===== src/design/dwcd_pkg.sv =====
// ----------------------------------------------------------------------------
// dwcd_pkg
// Shared constants, payload types and helpers for the dual-window color
// drop detector.
// ----------------------------------------------------------------------------
package dwcd_pkg;

    localparam int WINDOW      = 10;
    localparam int SAMPLE_BITS = 10;
    localparam int REG_W       = 10;
    localparam int CFG_IDX_W   = 8;

    // Running window sum width
    localparam int SUM_W     = $clog2(WINDOW * ((1 << SAMPLE_BITS) - 1) + 1);
    // Exact divide by WINDOW: floor(x / WINDOW) = (x * DIV_MULT) >> DIV_SHIFT
    localparam int WIN_LOG   = $clog2(WINDOW);
    localparam int DIV_SHIFT = SUM_W + WIN_LOG;
    localparam int MULT_W    = SUM_W + 1;
    localparam int PROD_W    = SUM_W + MULT_W;
    localparam logic [MULT_W-1:0] DIV_MULT =
        MULT_W'(((64'd1 << DIV_SHIFT) + 64'(WINDOW) - 64'd1) / 64'(WINDOW));

    // Comparison width covers both averages and register values
    localparam int CMP_W = (SAMPLE_BITS > REG_W) ? SAMPLE_BITS : REG_W;

    localparam logic [REG_W-1:0] THR_LEFT_RST  = REG_W'(300);
    localparam logic [REG_W-1:0] THR_RIGHT_RST = REG_W'(350);
    localparam logic [REG_W-1:0] BAND_LOW_RST  = REG_W'(15);
    localparam logic [REG_W-1:0] BAND_HIGH_RST = REG_W'(30);

    typedef enum logic [CFG_IDX_W-1:0] {
        REG_THR_LEFT  = 8'd0,
        REG_THR_RIGHT = 8'd1,
        REG_BAND_LOW  = 8'd2,
        REG_BAND_HIGH = 8'd3
    } t_reg_idx;

    typedef enum logic [1:0] {
        CODE_NONE  = 2'd0,
        CODE_BOTH  = 2'd1,
        CODE_LEFT  = 2'd2,
        CODE_RIGHT = 2'd3
    } t_code;

    typedef struct packed {
        logic [SAMPLE_BITS-1:0] left_sample;
        logic [SAMPLE_BITS-1:0] right_sample;
        logic                   clear;
    } t_in;

    typedef struct packed {
        logic [1:0] detect_code;
        logic       both_below;
    } t_out;

    typedef struct packed {
        logic [REG_W-1:0] thr_left;
        logic [REG_W-1:0] thr_right;
        logic [REG_W-1:0] band_low;
        logic [REG_W-1:0] band_high;
    } t_cfg;

    typedef struct packed {
        logic below;
        logic detect;
    } t_chan_res;

endpackage


===== src/design/dwcd_window.sv =====
// ----------------------------------------------------------------------------
// dwcd_window
// Two back-to-back sample windows of one channel kept as a shift line, with
// running sums of the recent and the earlier window.
// ----------------------------------------------------------------------------
module dwcd_window (
    input  logic                            i_clk,
    input  logic                            i_rst_n,
    input  logic                            i_shift,
    input  logic                            i_clear,
    input  logic [dwcd_pkg::SAMPLE_BITS-1:0] i_sample,
    output logic [dwcd_pkg::SUM_W-1:0]       o_sum_recent,
    output logic [dwcd_pkg::SUM_W-1:0]       o_sum_earlier
);
    import dwcd_pkg::*;

    logic [SAMPLE_BITS-1:0] r_taps [2*WINDOW];
    logic [SUM_W-1:0]       r_sum_recent;
    logic [SUM_W-1:0]       r_sum_earlier;
    logic [SUM_W-1:0]       n_sum_recent;
    logic [SUM_W-1:0]       n_sum_earlier;

    // Sample leaving the recent window moves into the earlier window
    always_comb begin
        n_sum_recent  = r_sum_recent + SUM_W'(i_sample) - SUM_W'(r_taps[WINDOW-1]);
        n_sum_earlier = r_sum_earlier + SUM_W'(r_taps[WINDOW-1])
                        - SUM_W'(r_taps[2*WINDOW-1]);
    end

    always_ff @(posedge i_clk) begin
        if (!i_rst_n || (i_shift && i_clear)) begin
            for (int k = 0; k < 2*WINDOW; k++) begin
                r_taps[k] <= '0;
            end
            r_sum_recent  <= '0;
            r_sum_earlier <= '0;
        end else if (i_shift) begin
            r_taps[0] <= i_sample;
            for (int k = 1; k < 2*WINDOW; k++) begin
                r_taps[k] <= r_taps[k-1];
            end
            r_sum_recent  <= n_sum_recent;
            r_sum_earlier <= n_sum_earlier;
        end
    end

    assign o_sum_recent  = r_sum_recent;
    assign o_sum_earlier = r_sum_earlier;

endmodule


===== src/design/dwcd_eval.sv =====
// ----------------------------------------------------------------------------
// dwcd_eval
// Window averages by reciprocal multiply and the drop test of one channel.
// ----------------------------------------------------------------------------
module dwcd_eval (
    input  logic [dwcd_pkg::SUM_W-1:0] i_sum_recent,
    input  logic [dwcd_pkg::SUM_W-1:0] i_sum_earlier,
    input  logic [dwcd_pkg::REG_W-1:0] i_threshold,
    input  logic [dwcd_pkg::REG_W-1:0] i_band_low,
    input  logic [dwcd_pkg::REG_W-1:0] i_band_high,
    output dwcd_pkg::t_chan_res        o_res
);
    import dwcd_pkg::*;

    logic [PROD_W-1:0] prod_new;
    logic [PROD_W-1:0] prod_old;
    logic [CMP_W-1:0]  avg_new;
    logic [CMP_W-1:0]  avg_old;
    logic [CMP_W-1:0]  drop;

    always_comb begin
        prod_new = PROD_W'(i_sum_recent) * PROD_W'(DIV_MULT);
        prod_old = PROD_W'(i_sum_earlier) * PROD_W'(DIV_MULT);
        avg_new  = CMP_W'(prod_new[DIV_SHIFT +: SAMPLE_BITS]);
        avg_old  = CMP_W'(prod_old[DIV_SHIFT +: SAMPLE_BITS]);
        drop     = avg_old - avg_new;

        o_res.below  = avg_new < CMP_W'(i_threshold);
        o_res.detect = o_res.below && (avg_new < avg_old)
                       && (drop > CMP_W'(i_band_low))
                       && (drop < CMP_W'(i_band_high));
    end

endmodule


===== src/design/dual_window_color_drop_detector_unit.sv =====
// ----------------------------------------------------------------------------
// dual_window_color_drop_detector_unit
// Detects a sudden drop of the average color reading on a left and a right
// sensor, comparing each channel's recent window with the one before it.
// ----------------------------------------------------------------------------
// Usage:
//   Input channel (i_valid / o_ready, i_data): one transaction carries a left
//   and a right sample, or a clear request that zeroes all four windows.
//   Output channel (o_valid / i_ready, o_data): one transaction per input
//   transaction, in order, with the detect code and the both-below flag.
//   Config channel (i_cfg_valid / o_cfg_ready, i_cfg_index, i_cfg_data):
//   index 0..3 writes threshold_left, threshold_right, band_low, band_high;
//   other indexes are dropped. Write only while the block is idle.
// Pipeline and throughput:
//   A result passes through the window and output registers: the accepting
//   edge updates the windows and their running sums, then the averaged and
//   compared result is registered in the output register, where the receiver
//   can take it. One transaction is taken every cycle while the receiver does
//   not stall; the running sums make each update a single add and subtract per window.
// Reset (synchronous, active low): windows and sums clear to zero,
//   registers return to 300, 350, 15 and 30, both stages empty, and neither
//   channel is ready while reset is held.
// Stall: while o_valid is high and i_ready is low the output holds; one more
//   transaction may enter the sum stage, then o_ready drops until the
//   receiver takes the result.
// ----------------------------------------------------------------------------
module dual_window_color_drop_detector_unit (
    input  logic                            i_clk,
    input  logic                            i_rst_n,
    input  logic                            i_valid,
    output logic                            o_ready,
    input  dwcd_pkg::t_in                   i_data,
    output logic                            o_valid,
    input  logic                            i_ready,
    output dwcd_pkg::t_out                  o_data,
    input  logic                            i_cfg_valid,
    output logic                            o_cfg_ready,
    input  logic [dwcd_pkg::CFG_IDX_W-1:0]  i_cfg_index,
    input  logic [dwcd_pkg::REG_W-1:0]      i_cfg_data
);
    import dwcd_pkg::*;

    t_cfg  r_cfg;
    logic  r_s1_valid;
    logic  r_s1_clear;
    logic  r_out_valid;
    t_out  r_out;
    t_out  n_out;

    logic  advance;
    logic  accept;

    logic [SUM_W-1:0] sum_recent_l;
    logic [SUM_W-1:0] sum_earlier_l;
    logic [SUM_W-1:0] sum_recent_r;
    logic [SUM_W-1:0] sum_earlier_r;
    t_chan_res        res_l;
    t_chan_res        res_r;

    // Handshake: the sum stage moves on whenever the output register is free
    // or is being emptied this cycle.
    assign advance     = !r_out_valid || i_ready;
    assign o_ready     = i_rst_n && (!r_s1_valid || advance);
    assign accept      = i_valid && o_ready;
    assign o_cfg_ready = i_rst_n;

    // Configuration registers
    always_ff @(posedge i_clk) begin
        if (!i_rst_n) begin
            r_cfg.thr_left  <= THR_LEFT_RST;
            r_cfg.thr_right <= THR_RIGHT_RST;
            r_cfg.band_low  <= BAND_LOW_RST;
            r_cfg.band_high <= BAND_HIGH_RST;
        end else if (i_cfg_valid && o_cfg_ready) begin
            case (t_reg_idx'(i_cfg_index))
                REG_THR_LEFT:  r_cfg.thr_left  <= i_cfg_data;
                REG_THR_RIGHT: r_cfg.thr_right <= i_cfg_data;
                REG_BAND_LOW:  r_cfg.band_low  <= i_cfg_data;
                REG_BAND_HIGH: r_cfg.band_high <= i_cfg_data;
                default: ;
            endcase
        end
    end

    // Stage 1: windows and running sums advance on every accepted transaction
    dwcd_window u_win_left (
        .i_clk         (i_clk),
        .i_rst_n       (i_rst_n),
        .i_shift       (accept),
        .i_clear       (i_data.clear),
        .i_sample      (i_data.left_sample),
        .o_sum_recent  (sum_recent_l),
        .o_sum_earlier (sum_earlier_l)
    );

    dwcd_window u_win_right (
        .i_clk         (i_clk),
        .i_rst_n       (i_rst_n),
        .i_shift       (accept),
        .i_clear       (i_data.clear),
        .i_sample      (i_data.right_sample),
        .o_sum_recent  (sum_recent_r),
        .o_sum_earlier (sum_earlier_r)
    );

    always_ff @(posedge i_clk) begin
        if (!i_rst_n) begin
            r_s1_valid <= 1'b0;
        end else if (accept) begin
            r_s1_valid <= 1'b1;
        end else if (advance) begin
            r_s1_valid <= 1'b0;
        end
    end

    // Clear flag travels with the transaction held in the sum stage
    always_ff @(posedge i_clk) begin
        if (accept) begin
            r_s1_clear <= i_data.clear;
        end
    end

    // Stage 2: averages and drop tests on the sums of the held transaction
    dwcd_eval u_eval_left (
        .i_sum_recent  (sum_recent_l),
        .i_sum_earlier (sum_earlier_l),
        .i_threshold   (r_cfg.thr_left),
        .i_band_low    (r_cfg.band_low),
        .i_band_high   (r_cfg.band_high),
        .o_res         (res_l)
    );

    dwcd_eval u_eval_right (
        .i_sum_recent  (sum_recent_r),
        .i_sum_earlier (sum_earlier_r),
        .i_threshold   (r_cfg.thr_right),
        .i_band_low    (r_cfg.band_low),
        .i_band_high   (r_cfg.band_high),
        .o_res         (res_r)
    );

    // Merge the two channels; a clear transaction reports nothing
    always_comb begin
        if (r_s1_clear) begin
            n_out.detect_code = CODE_NONE;
        end else if (res_l.detect && res_r.detect) begin
            n_out.detect_code = CODE_BOTH;
        end else if (res_l.detect) begin
            n_out.detect_code = CODE_LEFT;
        end else if (res_r.detect) begin
            n_out.detect_code = CODE_RIGHT;
        end else begin
            n_out.detect_code = CODE_NONE;
        end
        n_out.both_below = !r_s1_clear && res_l.below && res_r.below;
    end

    // Output register: load when the sum stage advances, hold on stall
    always_ff @(posedge i_clk) begin
        if (!i_rst_n) begin
            r_out_valid <= 1'b0;
        end else if (advance) begin
            r_out_valid <= r_s1_valid;
        end
    end

    always_ff @(posedge i_clk) begin
        if (advance && r_s1_valid) begin
            r_out <= n_out;
        end
    end

    assign o_valid = r_out_valid;
    assign o_data  = r_out;

endmodule


===== config.mk =====
export PLATFORM = sky130hd
export DESIGN_NAME = dual_window_color_drop_detector_unit
export DESIGN_NICKNAME = d
export VERILOG_FILES = /design/src/design/dwcd_pkg.sv /design/src/design/dwcd_window.sv /design/src/design/dwcd_eval.sv /design/src/design/dual_window_color_drop_detector_unit.sv
export SDC_FILE = /design/constraint.sdc
export NUM_CORES = 2
export LEC_CHECK = 0
export BUFFER_PORTS_ARGS = -buffer_cell sky130_fd_sc_hd__buf_4
export CAP_MARGIN = 20
export CELL_PAD_IN_SITES_DETAIL_PLACEMENT = 1
export CELL_PAD_IN_SITES_GLOBAL_PLACEMENT = 2
export CORE_AREA = 2 2 295 326
export CTS_CLUSTER_SIZE = 8
export DETAILED_ROUTE_END_ITERATION = 16
export DIE_AREA = 0 0 297 328
export GPL_TIMING_DRIVEN = 0
export PLACE_DENSITY = 0.84
export SLEW_MARGIN = 10
export SYNTH_ARGS = -nofsm -noshare
export SYNTH_HDL_FRONTEND = slang
export SYNTH_SLANG_ARGS = --single-unit

===== constraint.sdc =====
create_clock -name i_clk -period 17.2 [get_ports i_clk]
set_clock_uncertainty 0.1 [all_clocks]
set_input_delay 0.86 -clock i_clk [delete_from_list [all_inputs] [get_ports i_clk]]
set_output_delay 0.86 -clock i_clk [all_outputs]
set_load 0.005 [all_outputs]

==> metrics <==
outcome=finished, final reports clean; fin util=0.443; TritonCTS clock tree=done; dpl hpwl=68600 um; mux cell area share after synthesis=0.0111; DRT Wirelength=84800 um; Setup Viol. Count Final=0; CP peak stage delay=0.51 ns; CTS H-tree depth=3; Nets=4331; post-synthesis adder-cell area fraction=0.323; CTS Root Buffer Type=clkbuf_16; Commonest cells post-synth=inv_1, ha_1, edfxtp_1; CTS Hold Bufs=0; CTS clk-pin slew, worst paths=0.05 ns; post-CTS sizing=0; drc violations=0; Post-synth EDFFs=404; R2R cell count=39; Slew headroom=0.327; setup ws final=7.78 ns; sequential area share after synthesis=0.377; Starting DRT DRC Count=1027; HP Class=in -> reg; fin cells=4784; power per cell area=196 nW/um^2; Worst path most repeated cell=inv_1; dpl ws=7.74 ns; maxcap violations=0; Hold WS=0.366 ns; async set-reset flop share out of synthesis=0; Skew-Pair Late Insertion Delay=0.61 ns; Compound-Gate Fraction of Synth Area=0.0783; unrepaired setup endpoints after global routing=false; syn nets=4200; r2r setup slk=7.78 ns; vias in the first global route=25500; CP endpoint kind=register; CTS Buf Count=74; minimum clock period=9.42 ns; total track usage=0.177; post-synthesis cell type count=83; Die Span Y=328 um; DRT antenna net count=0; Hold Vio Cnt, Final=0; final total power=8.16 mW; worst path required time=17.52 ns; Via density=4.90; Initial Utilization=0.398; Synth area leaders=edfxtp_1, ha_1, fa_1; Vias=23500; post-CTS setup buffers=0; CP endpoint=o_data[2]; Crit-path slowest cell=fa_1; fin crit share=0.548; most common cell in the netlist=inv_1; Yosys top cell by area=edfxtp_1; largest net degree at the start of global routing=66; Die W=297 um; flops & latches, synth=502; Mean Syn Cell Area=11.1 um^2; I/O pins=50; global route overflow=0; CP Launch Type=register; Post-Syn Instances=3360; r2r startpoint=u_win_left.o_sum_earlier[12]; clock buffer depth=3; main combinational cell family by area after synthesis=adder cells; simple-gate share of the synthesized area=0.115; # port buffers=49; worst slew pin tran=1.01 ns; Lkg Pwr=20.1 nW; Critical Path Fanout Max=5; first-pass GRT wire length=137000 um; share of cells above drive strength 1=0.0522; Inst Count DP=4675; full die area=97400 um^2; Pins Over Slew Limit=0; share of the synthesized area in the top cell type=0.325; RePlAce Congestion=0.807; Avg WL per Cell=17.7 um; yosys warns=0; Setup Crit Path Kind=reg -> reg; Worst Hold Launch=i_data[0]; crit path from=u_win_left.o_sum_earlier[12]; XOR/XNOR Fraction of Synth Area=0.0200; initial antenna violation count=0; RR Endpoint=o_data[2]; Highest Clock Rate=0.106 GHz; crit path DAT=9.74 ns; row count=118; first drt pass iteration count=5; synthesized cell area=37400 um^2; antenna cells=0; Top FF cell, synth=edfxtp_1; Peak supply drop=146 uV; CTS sink count=502; core area=93900 um^2; area growth from synthesis to layout=11.4%
report_power, final:
part / total [mW] / internal [mW] / switching, mW
clock network: 1.36 / 0.818 / 0.544
registers: 1.47 / 1.41 / 0.0681
logic: 5.32 / 2.24 / 3.09
cell type report:
type | count | area (um^2)
Clock inverter | 10 | 204
Timing Repair Buffer | 55 | 533
Inverter | 684 | 2570
Sequential cell | 502 | 14100
Tap cell | 1260 | 1580
Multi-Input combinational cell | 2106 | 20400
Clock buffer | 99 | 1950
Fill cell | 10300 | 52300
Buffer | 68 | 264
critical path, delay by kind of cell (launching register included):
family	cells	cell delay, ns
adder cells (fa/ha/maj)	9	3.58
AO/OA/AOI/OAI	10	2.22
flip-flops	1	0.44
multiplexers	1	0.24
XOR/XNOR	2	0.59
AND/OR/NAND/NOR	10	1.47
buffers and inverters	7	0.59
layer usage:
| layer | up-vias | GRT usage | wire (um) |
|---|---|---|---|
| met5 | - | 0 | 0 |
| met4 | 0 | 0.0424 | 1730 |
| met3 | 111 | 0.0247 | 2750 |
| met2 | 283 | 0.308 | 41200 |
| met1 | 11700 | 0.234 | 39100 |
| li1 | 11400 | - | - |
logic make-up (layout without fill, tap and decap cells):
family	count (synthesis)	in the layout
compound gates	423	423
simple gates	764	764
buf+inv	752	916
xor+xnor	82	82
mux	41	41
fa+ha+maj	796	796
flops	502	502
placed cells by master (no fill, tap or decap), types with 14 or more instances in the layout:
cell,netlist,layout
inv_1,684,684
ha_1,514,514
edfxtp_1,404,404
and2_1,372,372
fa_1,282,282
nor2_1,123,123
dfxtp_1,98,98
clkbuf_1,64,88
a21oi_1,87,87
o21ai_0,82,82
nand2_1,80,80
clkbuf_16,0,74
xnor2_1,59,59
buf_4,1,50
mux2i_1,39,39
a21o_1,38,38
nor2b_1,37,37
o22ai_1,26,26
nand3_1,22,22
nor3_1,22,22
xor2_1,21,21
a211oi_1,19,19
o21a_1,18,18
or3_1,18,18
o211ai_1,17,17
a21boi_0,16,16
or2_2,16,16
o32ai_1,16,16
and3_1,14,14
nand4_1,14,14
nand2b_1,14,14
through the flow:
stage	instance area, um^2	TNS (ns)
2_1_floorplan	37400	0
3_3_place_gp	39300	-867.71
3_5_place_dp	39500	0
4_1_cts	41600	0
5_1_grt	41600	0
6_report	41600	0
how the worst min path moves through the flow:
stage	end	cells after the start
6_report	r_s1_clear	1
3_5_place_dp	r_cfg[3]	2
2_1_floorplan	r_cfg[11]	2
4_1_cts	r_s1_clear	1
3_3_place_gp	r_cfg[2]	2
5_1_grt	r_s1_clear	1
flip-flops by register name, indices dropped and copies added, names as in the netlist:
name and flops:
o_data 3, o_valid 1, r_cfg 40, r_s1_clear 1, r_s1_valid 1, u_win_left.o_sum_earlier 14
u_win_left.o_sum_recent 14, u_win_left.r_taps 200, u_win_right.o_sum_earlier 14, u_win_right.o_sum_recent 14, u_win_right.r_taps 200
Power figures use the tool's default switching activity.
